File: config.mk
export PLATFORM = sky130hd
export DESIGN_NAME = tkp_mac
export DESIGN_NICKNAME = d
export VERILOG_FILES = /design/src/rtl/tkp_pkg.sv /design/src/rtl/tkp_mac.sv
export SDC_FILE = /design/constraint.sdc
export NUM_CORES = 1
export LEC_CHECK = 0
export ABC_CLOCK_PERIOD_IN_PS = 9600
export BUFFER_PORTS_ARGS = -buffer_cell sky130_fd_sc_hd__buf_2
export CAP_MARGIN = 20
export CORE_ASPECT_RATIO = 0.8
export CORE_MARGIN = 2
export CORE_UTILIZATION = 27
export CTS_BUF_LIST = sky130_fd_sc_hd__clkbuf_8
export DETAILED_ROUTE_END_ITERATION = 6
export GPL_ROUTABILITY_DRIVEN = 0
export SLEW_MARGIN = 10
export SYNTH_ARGS = -nofsm -noshare
export SYNTH_HDL_FRONTEND = slang
export SYNTH_SLANG_ARGS = --single-unit
export TNS_END_PERCENT = 5
File: constraint.sdc
create_clock -name clock -period 9.6 [get_ports clock]
set_input_delay 0.48 -clock clock [delete_from_list [all_inputs] [get_ports clock]]
set_output_delay 0.48 -clock clock [all_outputs]
set_load 0.01 [all_outputs]
File: src/rtl/tkp_pkg.sv
// shared types and constants for the inner-product top-k search block
// no dependencies; imported by tkp_mac, tkp_max, the top level and the testbench
package tkp_pkg;

   localparam int DEF_MAX_ENTRIES  = 64;
   localparam int DEF_VECTOR_LEN   = 1024;
   localparam int DEF_ELEMENT_BITS = 16;

   localparam int TAG_W   = 31;
   localparam int SCORE_W = 41;
   localparam int ELEM_W  = 16;
   localparam int LIMIT_W = 7;
   localparam int REQ_DATA_W = 48;
   localparam int RSP_DATA_W = 72;

   localparam logic [LIMIT_W-1:0] LIMIT_RESET = 7'd64;

   localparam logic CMD_ADD   = 1'b0;
   localparam logic CMD_QUERY = 1'b1;

   typedef struct packed {
      logic valid;
      logic use_elem;
   } mac_ctrl_type;

   typedef struct packed {
      logic clear;
      logic valid;
   } cmp_ctrl_type;

endpackage

File: src/rtl/tkp_mac.sv
// shared multiply-accumulate unit: product register, then saturating add
// depends on tkp_pkg
module tkp_mac
   import tkp_pkg::*;
#(
   parameter int ELEMENT_BITS = DEF_ELEMENT_BITS,
   parameter int EW = 6
) (
   input  logic                           clock,
   input  logic                           reset,
   input  mac_ctrl_type                   ctrl,
   input  logic [EW-1:0]                  idx,
   input  logic signed [ELEMENT_BITS-1:0] op_a,
   input  logic signed [ELEMENT_BITS-1:0] op_b,
   input  logic signed [SCORE_W-1:0]      acc,
   output logic                           wr_valid,
   output logic [EW-1:0]                  wr_idx,
   output logic signed [SCORE_W-1:0]      wr_sum
);
   localparam int PROD_W = 2 * ELEMENT_BITS;
   localparam int ACC_W  = ((PROD_W > SCORE_W) ? PROD_W : SCORE_W) + 1;
   localparam logic signed [ACC_W-1:0] SMAX = {{(ACC_W-SCORE_W+1){1'b0}}, {(SCORE_W-1){1'b1}}};
   localparam logic signed [ACC_W-1:0] SMIN = {{(ACC_W-SCORE_W+1){1'b1}}, {(SCORE_W-1){1'b0}}};

   logic                     valid_ff, valid_in;
   logic [EW-1:0]            idx_ff, idx_in;
   logic signed [PROD_W-1:0] prod_ff, prod_in;
   logic signed [SCORE_W-1:0] acc_ff, acc_in;
   logic signed [ACC_W-1:0]  sum;

   always_comb begin
      valid_in = ctrl.valid;
      idx_in   = idx;
      acc_in   = acc;
      prod_in  = ctrl.use_elem ? PROD_W'(op_a * op_b) : '0;
   end

   always_ff @(posedge clock) begin
      if (reset) begin
         valid_ff <= 1'b0;
      end else begin
         valid_ff <= valid_in;
      end
      idx_ff  <= idx_in;
      prod_ff <= prod_in;
      acc_ff  <= acc_in;
   end

   always_comb begin
      sum = {{(ACC_W-SCORE_W){acc_ff[SCORE_W-1]}}, acc_ff}
          + {{(ACC_W-PROD_W){prod_ff[PROD_W-1]}}, prod_ff};
      priority if (sum > SMAX) begin
         wr_sum = SMAX[SCORE_W-1:0];
      end else if (sum < SMIN) begin
         wr_sum = SMIN[SCORE_W-1:0];
      end else begin
         wr_sum = sum[SCORE_W-1:0];
      end
   end

   assign wr_valid = valid_ff;
   assign wr_idx   = idx_ff;

endmodule

==> qor.csv <==
stage;metric;value;unit
synthesis;ys_seq_area_frac;0.112;
global_routing;grt_pass1_vias;12000;
detailed_routing;avgViaCountPerCell;4.58;
setup_path;cp-end-kind;flop;
clocking;post_cts_buffers;0;
synthesis;synth_top_family_by_area;adder cells;
detailed_routing;wl;35.2;mm
synthesis;ys.flop_type;dfxtp_1;
sta;fin_crit_sh;0.685;
synthesis;ys_types;59;
synthesis;syn_inst;1612;
sta;final_max_slew_viol_count;0;
sta;relSlewSlack;0.502;
detailed_routing;drt_first_pass_iters;7;
setup_path;cp_max_fo;10;
synthesis;yosys.area_share.xor_xnor;0.0412;
global_routing;antenna_found_initial;3;
synthesis;yosysWarnings;0;
synthesis;muxShareOfSynthArea;0;
synthesis;synth_edf_count;0;
floorplanning;die_w;261;um
detailed_routing;drt_iter0_drc;608;
synthesis;mappedNetlistArea;14200;um^2
setup_path;path_class;in -> reg;
detailed_routing;num_vias;11000;
final_layout;drive_above_1_share;0.0930;
clocking;clock-sinks;80;
synthesis;synth-async-reset-ratio;0;
clocking;cts_made_buffers;9;
detailed_routing;drc;0;
sta;tightest_slew;737;ps
sta;fin_tns_setup;0;ps
setup_path;cp.required;9890;ps
synthesis;syn-num-nets;2081;
placed_design;port_buffers;130;
setup_path;critPathLaunch;op_b[15];
synthesis;synth-compound-area-share;0.113;
sta;setup_violations;0;
floorplanning;die_h;209;um
global_routing;overflow;0;
final_layout;fin_cells;2402;
sta;timing.hold.ws;181;ps
setup_path;cp.arrival;6870;ps
final_layout;layout_commonest_cell;inv_1;
detailed_routing;detail_route.wl_per_cell;14.6;um
clocking;clk_pin_slew;100;ps
placed_design;dp.cells;2386;
clocking;htree_levels;3;
clocking;postCtsHoldBufs;0;
setup_path;cp-start-kind;input pin;
final_layout;nNetsFinal;2173;
sta;rsz0062_at_grt;no;
clocking;cts_resized;0;
global_routing;grt_start_max_net_pins;38;
sta;fmaxAchievable;0.152;GHz
synthesis;synth_area_per_cell;8.84;um^2
global_routing;grt_pass1_wl;60.5;mm
synthesis;ys_seq_elements;80;
sta;period_minus_slack;6580;ps
detailed_routing;ant_nets;0;
sta;hold_viol;0;
floorplanning;initial_core_util;0.273;
clocking;clk_path_buf_depth;2;
clocking;clockRootBuffer;clkbuf_8;
synthesis;synth_fa_ha_area_frac;0.480;
hold_path;hold_start;acc[17];
synthesis;synthSimpleGateAreaFrac;0.149;
global_routing;grt_util_all_layers;0.137;
floorplanning;ios;131;
floorplanning;num_rows;75;
status;run_status;finished, final reports clean;
clocking;cts_tree;yes;
final_layout;syn2layout_area_growth;11.0;%
hold_path;hp-class;in -> reg;
floorplanning;dieArea;54600;um^2
final_layout;mostFrequentLayoutCells;inv_1 (348), fa_1 (263), nand2_1 (156);
placed_design;dp_hpwl;30.3;mm
floorplanning;coreArea;52300;um^2
job;drv_cap;0;
final_layout;num_antenna_cells;0;
synth_stat cells, drive strengths merged, types with 4 or more instances:
master	number	area (um^2)
a211oi	7	52.6
a21boi	5	37.5
a21o	29	218
a21oi	92	460
a31o	5	43.8
a31oi	9	56.3
a41oi	5	43.8
and2	144	901
and3	10	62.6
clkbuf	51	191
dfxtp	80	1600
fa	263	5270
ha	123	1540
inv	348	1310
nand2	156	586
nand2b	9	56.3
nand3	9	45.0
nand4	13	81.3
nor2	46	175
nor2b	8	50.1
nor3	8	40.0
o211ai	6	45.0
o21a	4	30.0
o21ai	55	275
o21bai	12	90.1
o31a	4	35.0
or3	4	25.0
xnor2	46	403
xor2	21	184
through the flow:
step           utilization  instance area, um^2  worst slack [ps]
2_1_floorplan            -                14200              3180
3_3_place_gp         0.298                15600              2770
3_5_place_dp         0.299                15600              2640
4_1_cts              0.302                15800              3050
5_1_grt              0.302                15800              2730
6_report             0.302                15800              3020
path summary, 6_finish.rpt:
kind | slack, ps | endpoint | depth (start not counted)
setup / recovery | 3020 | prod_ff[30] | 21
hold / removal | 180 | acc_ff[17] | 1
kinds of logic after synthesis:
kind of cell             after synthesis
buffers and inverters                400
flip-flops                            80
AO/OA/AOI/OAI                        257
adder cells (fa/ha/maj)              389
XOR/XNOR                              67
AND/OR/NAND/NOR                      419
final cells by class:
type / count / area, um^2
Inverter: 349 / 1310
Clock inverter: 7 / 77.6
Clock buffer: 9 / 124
Tap cell: 693 / 867
Multi-Input combinational cell: 1132 / 11100
Fill cell: 5537 / 36500
Timing Repair Buffer: 132 / 686
Sequential cell: 80 / 1600
worst max-delay path, cell delays in order:
cell and delay, ps:
buf_2 230, clkinv_1 420, nor2_1 240, fa_1 450
fa_1 460, fa_1 540, fa_1 440, fa_1 490
inv_1 50, fa_1 470, inv_1 40, ha_1 360
and4_1 270, nand2_1 60, or4_1 390, and3_1 230
o31a_1 400, o31a_1 360, o31ai_2 240, xor2_1 90
and2_1 160
state kept, by name, indices dropped and copies added, names as in the netlist:
register,flops
wr_valid,1
wr_idx,6
acc_ff,41
prod_ff,32
layer usage:
| metal | GRT usage | routed length, um | vias to the layer above |
|---|---|---|---|
| met5 | 0 | 0 | - |
| met3 | 0.0149 | 1540 | 29 |
| li1 | - | - | 5181 |
| met1 | 0.192 | 16300 | 5521 |
| met2 | 0.232 | 17000 | 262 |
| met4 | 0.0223 | 354 | 0 |
Power is left out: the tool's default activity adds up to more than one toggle a clock period on the data nets, which glitch-free logic cannot reach.
