**src/rtl/tkp_pkg.sv**
```systemverilog
// shared types and constants for the inner-product top-k search block
// no dependencies; imported by tkp_mac, tkp_max, the top level and the testbench
package tkp_pkg;

   localparam int DEF_MAX_ENTRIES  = 64;
   localparam int DEF_VECTOR_LEN   = 1024;
   localparam int DEF_ELEMENT_BITS = 16;

   localparam int TAG_W   = 31;
   localparam int SCORE_W = 41;
   localparam int ELEM_W  = 16;
   localparam int LIMIT_W = 7;
   localparam int REQ_DATA_W = 48;
   localparam int RSP_DATA_W = 72;

   localparam logic [LIMIT_W-1:0] LIMIT_RESET = 7'd64;

   localparam logic CMD_ADD   = 1'b0;
   localparam logic CMD_QUERY = 1'b1;

   typedef struct packed {
      logic valid;
      logic use_elem;
   } mac_ctrl_type;

   typedef struct packed {
      logic clear;
      logic valid;
   } cmp_ctrl_type;

endpackage

```
**src/rtl/tkp_max.sv**
```systemverilog
// running maximum compare unit; keeps the first index on ties
// depends on tkp_pkg
module tkp_max
   import tkp_pkg::*;
#(
   parameter int EW = 6
) (
   input  logic                      clock,
   input  logic                      reset,
   input  cmp_ctrl_type              ctrl,
   input  logic [EW-1:0]             cand_idx,
   input  logic signed [SCORE_W-1:0] cand_score,
   output logic [EW-1:0]             best_idx,
   output logic signed [SCORE_W-1:0] best_score
);
   logic                      found_ff, found_in;
   logic [EW-1:0]             idx_ff, idx_in;
   logic signed [SCORE_W-1:0] score_ff, score_in;
   logic                      take;

   always_comb begin
      take     = ctrl.valid && (!found_ff || cand_score > score_ff);
      found_in = ctrl.clear ? 1'b0 : (found_ff || take);
      idx_in   = take ? cand_idx : idx_ff;
      score_in = take ? cand_score : score_ff;
   end

   always_ff @(posedge clock) begin
      if (reset) begin
         found_ff <= 1'b0;
      end else begin
         found_ff <= found_in;
      end
      idx_ff   <= idx_in;
      score_ff <= score_in;
   end

   assign best_idx   = idx_ff;
   assign best_score = score_ff;

endmodule

```
**config.mk**
```make
export PLATFORM = sky130hd
export DESIGN_NAME = tkp_max
export DESIGN_NICKNAME = d
export VERILOG_FILES = /design/src/rtl/tkp_pkg.sv /design/src/rtl/tkp_max.sv
export SDC_FILE = /design/constraint.sdc
export NUM_CORES = 1
export LEC_CHECK = 0
export BUFFER_PORTS_ARGS = -buffer_cell sky130_fd_sc_hd__buf_2
export CAP_MARGIN = 20
export CORE_MARGIN = 2
export CORE_UTILIZATION = 49
export DETAILED_ROUTE_END_ITERATION = 10
export PLACE_DENSITY = 0.85
export SLEW_MARGIN = 30
export SYNTH_ARGS = -nofsm -noshare
export SYNTH_HDL_FRONTEND = slang
export SYNTH_SLANG_ARGS = --single-unit
export TNS_END_PERCENT = 10
```
**constraint.sdc**
```tcl
create_clock -name clock -period 5.7 [get_ports clock]
set_clock_uncertainty 0.15 [all_clocks]
set_input_delay 0.57 -clock clock [delete_from_list [all_inputs] [get_ports clock]]
set_output_delay 0.57 -clock clock [all_outputs]
set_load 0.05 [all_outputs]
```
==> results of run 1 <==
-- layer usage --
metal / part of all wire [%] / GRT usage [%] / vias up
met5: 0 / 0 / -
met4: 1.1 / 4.68 / 0
met3: 8.1 / 4.89 / 6
met2: 50 / 33.4 / 73
met1: 41 / 21.6 / 861
li1: - / - / 936
-- worst paths after layout --
path | startpoint | to
hold reg to reg | found_ff$_SDFF_PP0_ | found_ff$_SDFF_PP0_
setup reg to reg | best_score[19]$_DFFE_PP_ | best_score[9]$_DFFE_PP_
hold / removal | reset | found_ff$_SDFF_PP0_
setup / recovery | best_score[19]$_DFFE_PP_ | best_score[9]$_DFFE_PP_
-- synth_stat cells --
cell type  instances  area share [%]
a211oi_1           1            0.30
a21o_1             4             1.2
a21o_2             1            0.35
a21oi_1           12             2.4
a221oi_1           1            0.35
a22o_1             1            0.35
a31oi_1            3            0.75
dfxtp_1            1            0.80
edfxtp_1          47              56
ha_1              41              20
inv_1             41             6.1
nand2_1           12             1.8
nand2b_1           1            0.25
nand3_1            6             1.2
nand4_1            7             1.7
nand4_2            1            0.50
nor2_1             6            0.90
nor2b_1            1            0.25
nor3_1             1            0.20
nor4_1             1            0.25
nor4_2             1            0.50
nor4bb_1           1            0.40
o21ai_0            5             1.0
o21bai_1           2            0.60
o41ai_1            1            0.35
or3_1              1            0.25
or4_1              1            0.30
-- power breakdown --
part           switching (uW)  leakage [uW]  internal, uW
sequential               9.36      0.000467           413
clock                     106     0.0000453          83.4
combinational             134       0.00107          58.5
total                     249       0.00158           555
-- worst reg2reg max path, stage by stage (launching register included) --
cell and delay (ns):
edfxtp_1 0.36, inv_1 0.05, ha_1 0.31, nand4_1 0.16
or3_1 0.40, nor4_2 0.31, a31oi_1 0.18, a31oi_4 0.54
buf_4 0.49
-- flip-flops by register name (all words and copies together) (netlist names) --
| name | count |
|---|---|
| found_ff | 1 |
| best_idx | 6 |
| best_score | 41 |
-- cell families after synthesis --
| group | after synthesis |
|---|---|
| and+or+nand+nor | 40 |
| AOI/OAI and AO/OA | 31 |
| adders and majority gates | 41 |
| buffers and inverters | 41 |
| DFF | 48 |
-- metrics by stage --
step                hold slack (ns)  std cells  worst slack, ns
floorplan                     0.337        201            0.748
global placement              0.362        369             2.17
detailed placement            0.380        369             2.06
CTS                           0.261        377             2.34
global route                  0.286        377             2.14
finish                        0.276        377             2.40
-- area by class of cell --
class | instances | area share (%)
inverters | 41 | 4.84
repair buffers | 98 | 15.5
well taps | 70 | 2.75
multi-input cells | 112 | 29.3
clock inverters | 3 | 0.433
clock buffers | 5 | 2.16
flip-flops and latches | 48 | 45.0
==> summary.txt, run 1 <==
GRT Overall Usage -> 18.4%
Post-CTS Resized -> 0
Router iterations before antenna repair -> 4
Peak supply drop -> 0.139 mV
Commonest non-fill, non-tap cell in the layout -> buf_2
Die Width -> 75.5 um
Adder and majority cell fraction of the synthesized area -> 20.5%
Final nets -> 398
Period minus WS final -> 3.30 ns
Req. time, crit path -> 5.50 ns
Cts-stage hold buffer count -> 0
Post-Layout Inst Area -> 3180 um2
Vias in the first global route -> 1921
Flop2flop setup slack -> 2.40 ns
Synth cell types -> 27
Vias per cell -> 4.98
1st-iter DRT viols -> 77
Clk buf depth -> 2
Tightest Hold Check Type -> in2reg
Normalized max-slew margin -> 62.1%
Post-detail-place hpwl -> 4.13 mm
Max FO, Critical Path -> 33
# H-tree levels -> 2
Simple-gate area share of the yosys netlist -> 8.55%
Final hold vios -> 0
Syn Area/Cell -> 12.5 um2
Gate Count Post-Synth -> 201
Largest family of logic cells by synthesized area -> adder cells
RSZ-0062 raised after global routing -> false
Vias -> 1876
Total CTS buffers -> 5
Mux cell area share after synthesis -> 0%
Post-Synth XOR/XNOR Area -> 0%
Area of the core -> 5010 um2
Seq/Total Area, Yosys -> 57.2%
Die height -> 75.5 um
Row cnt -> 26
Clk root buf -> clkbuf_8
Worst-Margin Slew -> 0.568 ns
Final WL -> 5.01 mm
PortBufs -> 97
ANT nets after route -> 0
Final Cycle Share -> 57.9%
Antenna cells -> 0
Gpl congestion -> 0.775
Reg area -> 1430 um2
MaxCap Viol Count -> 0
Initial Util -> 50.0%
Synth Area in Compound Gates -> 7.65%
Setup TNS -> 0 ns
CP Capture Type -> flop
Ys Warns -> 0
Leakage power -> 0.00158 uW
Total grt overflow -> 0
Critical path class -> reg2reg
Hold path depth -> 2
Initial antenna violation count -> 0
Mapped Nets -> 293
#FFs+latches synth -> 48
Area grow syn2layout -> 27.1%
Final Setup Violations -> 0
Pin count of the biggest net entering global routing -> 34
Placed instance area -> 3100 um2
WP depth -> 8
Worst Path Buf+Inv -> 2
Most frequent cells in the layout -> buf_2, edfxtp_1, inv_1, ha_1
Status -> finished, final reports clean
Crit path cell chain -> inv_1, ha_1, nand4_1, or3_1, nor4_2, a31oi_1, a31oi_4, buf_4
Fin. max-slew vios -> 0
Layout cells sized above 1 -> 35.5%
WL per Instance -> 13.3 um
Layout Utilization -> 63.5%
WP data arrival -> 3.10 ns
Residual DRC -> 0
Worst path top cell family by delay -> simple AND/OR/NAND/NOR gates
Fmax -> 0.303 GHz
Total power -> 804 uW
Slowest stage delay, CP -> 0.53 ns
Die ar. -> 5700 um2
Synthesized area -> 2500 um2
Post-CTS Setup Bufs -> 0
Filler Cell Count -> 440
Number of I/O pins -> 98
CTS sink count -> 48
Worst-path clk slew -> 0.08 ns
First-pass GRT wire length -> 8.00 mm
Multi-input gate area -> 933 um2
CTS tree -> yes
Later-pin clock latency in the skew report -> 0.29 ns
R2R cell count -> 8
PD cells -> 253 nW/um2
Startpoint types -> flop
CP max-delay cell -> a31oi_4
Note: power is estimated with default switching activity, not from simulation.
==> run 2, diff against run 1 <==
Settings changed: ABC_AREA set to 1, CORE_UTILIZATION 49 to 45, PLACE_DENSITY 0.85 to 0.81.
Clock period 5.7 ns to 2.8 ns, I/O delays scaled along.
==> run 2 against run 1 <==
Against the previous run:
- hold slack got worse by 0.26 ns
- wire length grew 4.7%
- die area rose by 17%
- synthesized cell count grew 31%
- via count is 9.3% higher
- register-to-register slack worse by 2.1 ns
- highest routed layer unchanged
==> summary.txt, run 2 <==
Status -> finished, final reports clean
Post-CTS Setup Bufs -> 0
PortBufs -> 97
WP data arrival -> 2.37 ns
CTS tree -> yes
Area of the core -> 5890 um2
GRT Overall Usage -> 16.5%
Total CTS buffers -> 5
Slowest stage delay, CP -> 0.35 ns
Synth area leader -> edfxtp_1
RSZ-0062 raised after global routing -> false
Most repeated library cell on the critical path -> nand2_1
Vias -> 2051
Asr flop ratio synth -> 0%
Clk root buf -> clkbuf_8
PD cells -> 505 nW/um2
Filler Cell Count -> 516
#FFs+latches synth -> 48
Fin cells -> 451
Initial antenna violation count -> 0
Vias per cell -> 4.55
Crit path cell chain -> inv_1, ha_1, nand2_1, nor2_2, nand2_1, nand2_1, nand2_1, nand2_1, nand2_1, nand4_1, nand3_1, nand2_1, clkinvlp_4, buf_4
CTS sink count -> 48
Commonest cells in the synthesized netlist -> inv_1, nand2_1, edfxtp_1, ha_1, nor2_1
Total power -> 1800 uW
Synth Area in Compound Gates -> 3.31%
Tightest Hold Check Type -> in2reg
Adder and majority cell fraction of the synthesized area -> 18.9%
Worst-path clk slew -> 0.09 ns
Clk buf depth -> 2
CP Capture Type -> flop
Max FO, Critical Path -> 12
Residual DRC -> 0
Cts-stage hold buffer count -> 4
Fin. max-slew vios -> 0
Most frequent cells in the layout -> buf_2, inv_1, nand2_1, edfxtp_1, ha_1
CP max-delay cell -> edfxtp_1
WL per Instance -> 11.6 um
Post-CTS Resized -> 0
Gpl congestion -> 0.735
Final nets -> 467
Startpoint types -> flop
Top FF cell, synth -> edfxtp_1
Simple-gate area share of the yosys netlist -> 16.5%
Largest register FFs -> 41
Dominant cells by area after synthesis -> edfxtp_1, ha_1, inv_1
Peak supply drop -> 0.251 mV
Req. time, crit path -> 2.69 ns
Layout cells sized above 1 -> 36.2%
Mux cell area share after synthesis -> 0%
Final Setup Violations -> 0
Fmax -> 0.404 GHz
Synthesized area -> 2720 um2
Seq/Total Area, Yosys -> 52.6%
Yosys top cell area share -> 51.9%
Number of I/O pins -> 98
First-pass GRT wire length -> 8.51 mm
Vias in the first global route -> 2004
Antenna cells -> 0
Post-detail-place hpwl -> 4.35 mm
Pin count of the biggest net entering global routing -> 30
Final Cycle Share -> 88.5%
Worst-Margin Slew -> 0.262 ns
# H-tree levels -> 2
Mapped Nets -> 356
Post-synth EDFFs -> 47
Synth cell types -> 18
Later-pin clock latency in the skew report -> 0.29 ns
Row cnt -> 28
Period minus WS final -> 2.48 ns
Leakage power -> 0.00184 uW
Dpl cells -> 438
Syn Area/Cell -> 10.3 um2
ANT nets after route -> 0
Commonest non-fill, non-tap cell in the layout -> buf_2
Gate Count Post-Synth -> 264
Most frequent cell after synthesis -> inv_1
Die ar. -> 6680 um2
Area grow syn2layout -> 31.2%
Die Width -> 81.7 um
Die height -> 81.7 um
1st-iter DRT viols -> 54
Normalized max-slew margin -> 82.7%
Final hold vios -> 0
Router iterations before antenna repair -> 4
Final WL -> 5.25 mm
Critical path class -> reg2reg
Largest family of logic cells by synthesized area -> adder cells
Ys Warns -> 0
Initial Util -> 46.2%
MaxCap Viol Count -> 0
Total grt overflow -> 0
Post-Synth XOR/XNOR Area -> 0%
## run 2: layout make-up
class / count / area [um2] / share of cell area [%]
Multi-Input combinational cell: 153 / 1130 / 31.8
Sequential cell: 48 / 1430 / 40.1
Timing Repair Buffer: 104 / 563 / 15.8
Inverter: 63 / 240 / 6.73
Clock buffer: 5 / 68.8 / 1.93
Tap cell: 75 / 93.8 / 2.63
Clock inverter: 3 / 37.5 / 1.05
## run 2: worst paths after layout
check,from,to,slack (ns),cells past startpoint
worst min-delay path,cand_idx[1],best_idx[1]$_DFFE_PP_,0.01,1
worst max register to register,best_score[16]$_DFFE_PP_,best_score[37]$_DFFE_PP_,0.32,14
worst min register to register,found_ff$_SDFF_PP0_,best_score[31]$_DFFE_PP_,0.65,3
worst max-delay path,best_score[16]$_DFFE_PP_,best_score[37]$_DFFE_PP_,0.32,14
## run 2: logic make-up after synthesis
logic type,Yosys count
and+or+nand+nor,96
buffers and inverters,63
DFF,48
adders and majority gates,41
AOI/OAI and AO/OA,16
## run 2: metrics by stage
step | setup TNS [ns] | area, um2 | setup WS (ns) | hold WS (ns) | utilization [%]
after floorplan | -8.07 | 2810 | -0.172 | 0.207 | -
after global placement | 0 | 3410 | 0.318 | 0.291 | 58.0
after detailed placement | 0 | 3410 | 0.294 | 0.298 | 58.0
after CTS | 0 | 3560 | 0.295 | 0.00197 | 60.5
after global routing | 0 | 3570 | 0.115 | 0.000337 | 60.6
final | 0 | 3570 | 0.322 | 0.0117 | 60.6
## run 2: power breakdown
group / switching [uW] / internal, uW
Combinational: 314 / 144
Sequential: 20.3 / 843
Clock: 222 / 260
## run 2: critical path, delay by kind of cell (launching register included)
family	cells	cell delay [ns]
buffers and inverters	3	0.52
AND/OR/NAND/NOR	10	0.94
flip-flops	1	0.35
adder cells (fa/ha/maj)	1	0.28
## run 2: metal layers
layer  share of wire (%)  GRT usage (%)  vias to the layer above  routed length (um)
li1                    -              -                     1074                   -
met1                  45           20.8                      905                2350
met2                  47           28.4                       67                2490
met3                 6.9           3.85                        5                 361
met4                0.91           4.17                        0                  48
met5                   0              0                        -                   0
==> run 3, diff against run 2 <==
Settings changed: GPL_TIMING_DRIVEN set to 0.
==> run 3 against run 2 <==
Against the previous run:
- register-to-register slack better by 0.13 ns
- critical path depth up 1
- maximum frequency up 5.7%
- largest cell class unchanged
- largest power group unchanged
==> summary.txt, run 3 (synthesis results as in run 2) <==
Status -> finished, final reports clean
Final Cycle Share -> 83.8%
Worst-Margin Slew -> 0.264 ns
Final Setup Violations -> 0
Post-Layout Inst Area -> 3690 um2
Antenna cells -> 0
Later-pin clock latency in the skew report -> 0.30 ns
Layout cells sized above 1 -> 38.8%
Die ar. -> 6680 um2
PD cells -> 500 nW/um2
Residual DRC -> 0
Place WS -> -0.402 ns
WP data arrival -> 2.20 ns
Startpoint types -> flop
CTS sink count -> 48
Normalized max-slew margin -> 82.4%
Initial antenna violation count -> 0
M3 GR Usage -> 3.30%
Row cnt -> 28
RSZ-0062 raised after global routing -> false
Global routing usage on met2 -> 30.1%
Final WL -> 5.48 mm
Most frequent cells in the layout -> buf_2, inv_1, nand2_1, edfxtp_1, ha_1
Vias -> 2101
Vias per cell -> 4.61
Final nets -> 472
Post-detail-place hpwl -> 4.27 mm
CTS tree -> yes
Largest register FFs -> 41
First-pass GRT wire length -> 8.82 mm
Setup TNS -> 0 ns
WL per Instance -> 12.0 um
Router iterations before antenna repair -> 4
1st-iter DRT viols -> 98
Reg-to-Reg Start -> best_score[30]$_DFFE_PP_
Hold path start -> cand_score[29]
Max FO, Critical Path -> 25
Fmax -> 0.426 GHz
Clk root buf -> clkbuf_8
Tightest Hold Check Type -> in2reg
PortBufs -> 97
Critical path class -> reg2reg
# H-tree levels -> 2
Fin. max-slew vios -> 0
Total grt overflow -> 0
Final hold vios -> 0
GRT Overall Usage -> 17.3%
Commonest non-fill, non-tap cell in the layout -> buf_2
Total CTS buffers -> 5
Clk buf depth -> 2
Number of I/O pins -> 98
ANT nets after route -> 0
Gpl congestion -> 0.768
Vias in the first global route -> 2079
Worst-path clk slew -> 0.09 ns
Placed instance area -> 3380 um2
MaxCap Viol Count -> 0
Initial Util -> 46.2%
Area grow syn2layout -> 35.6%
Gr busiest metal -> met2
Leakage power -> 0.00187 uW
Period minus WS final -> 2.35 ns
Peak supply drop -> 0.281 mV
Area of the core -> 5890 um2
Pin count of the biggest net entering global routing -> 48
Die Width -> 81.7 um
Die height -> 81.7 um
CP Capture Type -> flop
Worst setup path startpoint -> best_score[30]$_DFFE_PP_
Final worst slack -> 0.454 ns
Req. time, crit path -> 2.66 ns
M1 GR Usage -> 21.5%
## run 3: changes by cell type in the layout (fill, tap and decap cells not counted), sizes merged
| cell | change |
|---|---|
| buf | +1 |
| clkinv | -1 |
| dlygate4sd3 | +3 |
| clkinvlp | +2 |
## run 3: power by group
group	total [uW]	switching, uW	internal [uW]	leakage (uW)
Combinational	483	326	157	0.00135
Clock	498	234	264	0.0000541
Sequential	863	20.1	843	0.000465
Total	1840	580	1260	0.00187
## run 3: area by class of cell
| type | instances | area [um2] |
|---|---|---|
| clock buffer | 5 | 68.8 |
| sequential | 48 | 1430 |
| tap | 75 | 93.8 |
| clock inverter | 3 | 42.5 |
| timing repair buffer | 108 | 608 |
| timing repair inverter | 1 | 7.51 |
| inverter | 63 | 240 |
| fill | 511 | 2200 |
| multi-input combinational | 153 | 1200 |
## run 3: repair_timing
item | CTS | global route
endpoints found under the hold margin | 7 | 0
setup endpoints to repair | 47 | 47
hold buffers | 8 | 0
buffers inserted | 0 | 2
gates cloned | 0 | 1
pin swaps | 3 | 0
resized for setup | 11 | 1
## run 3: stage by stage
stage          total power [uW]  hold slack, ns  utilization (%)  cells
4_1_cts                    1870         0.00488             61.8    452
5_1_grt                    1940         0.00902             62.7    456
2_1_floorplan              1200           0.207                -    264
3_3_place_gp               1320           0.292             57.5    436
3_5_place_dp               1330           0.293             57.5    436
6_report                   1840          0.0192             62.7    456
## run 3: path summary, 6_finish.rpt
check	end	slack (ns)	cells after the start
worst max register to register	best_score[37]$_DFFE_PP_	0.45	15
worst min-delay path	best_score[29]$_DFFE_PP_	0.02	1
worst max-delay path	best_score[37]$_DFFE_PP_	0.45	15
worst min register to register	best_score[3]$_DFFE_PP_	0.77	3
## run 3: routing by layer
layer / wire [um] / vias up
met5: 0 / -
met4: 62 / 0
met3: 294 / 5
met2: 2660 / 61
met1: 2460 / 946
li1: - / 1089
## run 3: critical path, stage by stage, from the launching register on
cell and delay (ns):
edfxtp_1 0.36, inv_1 0.05, ha_1 0.28, nand2_1 0.06
nor2_2 0.14, nand2_2 0.10, nor2_4 0.11, inv_2 0.05
nor2_4 0.08, nand2_2 0.06, nand3_2 0.06, nand2_1 0.05
nand3_1 0.09, nand2_2 0.10, clkinvlp_4 0.13, buf_16 0.19
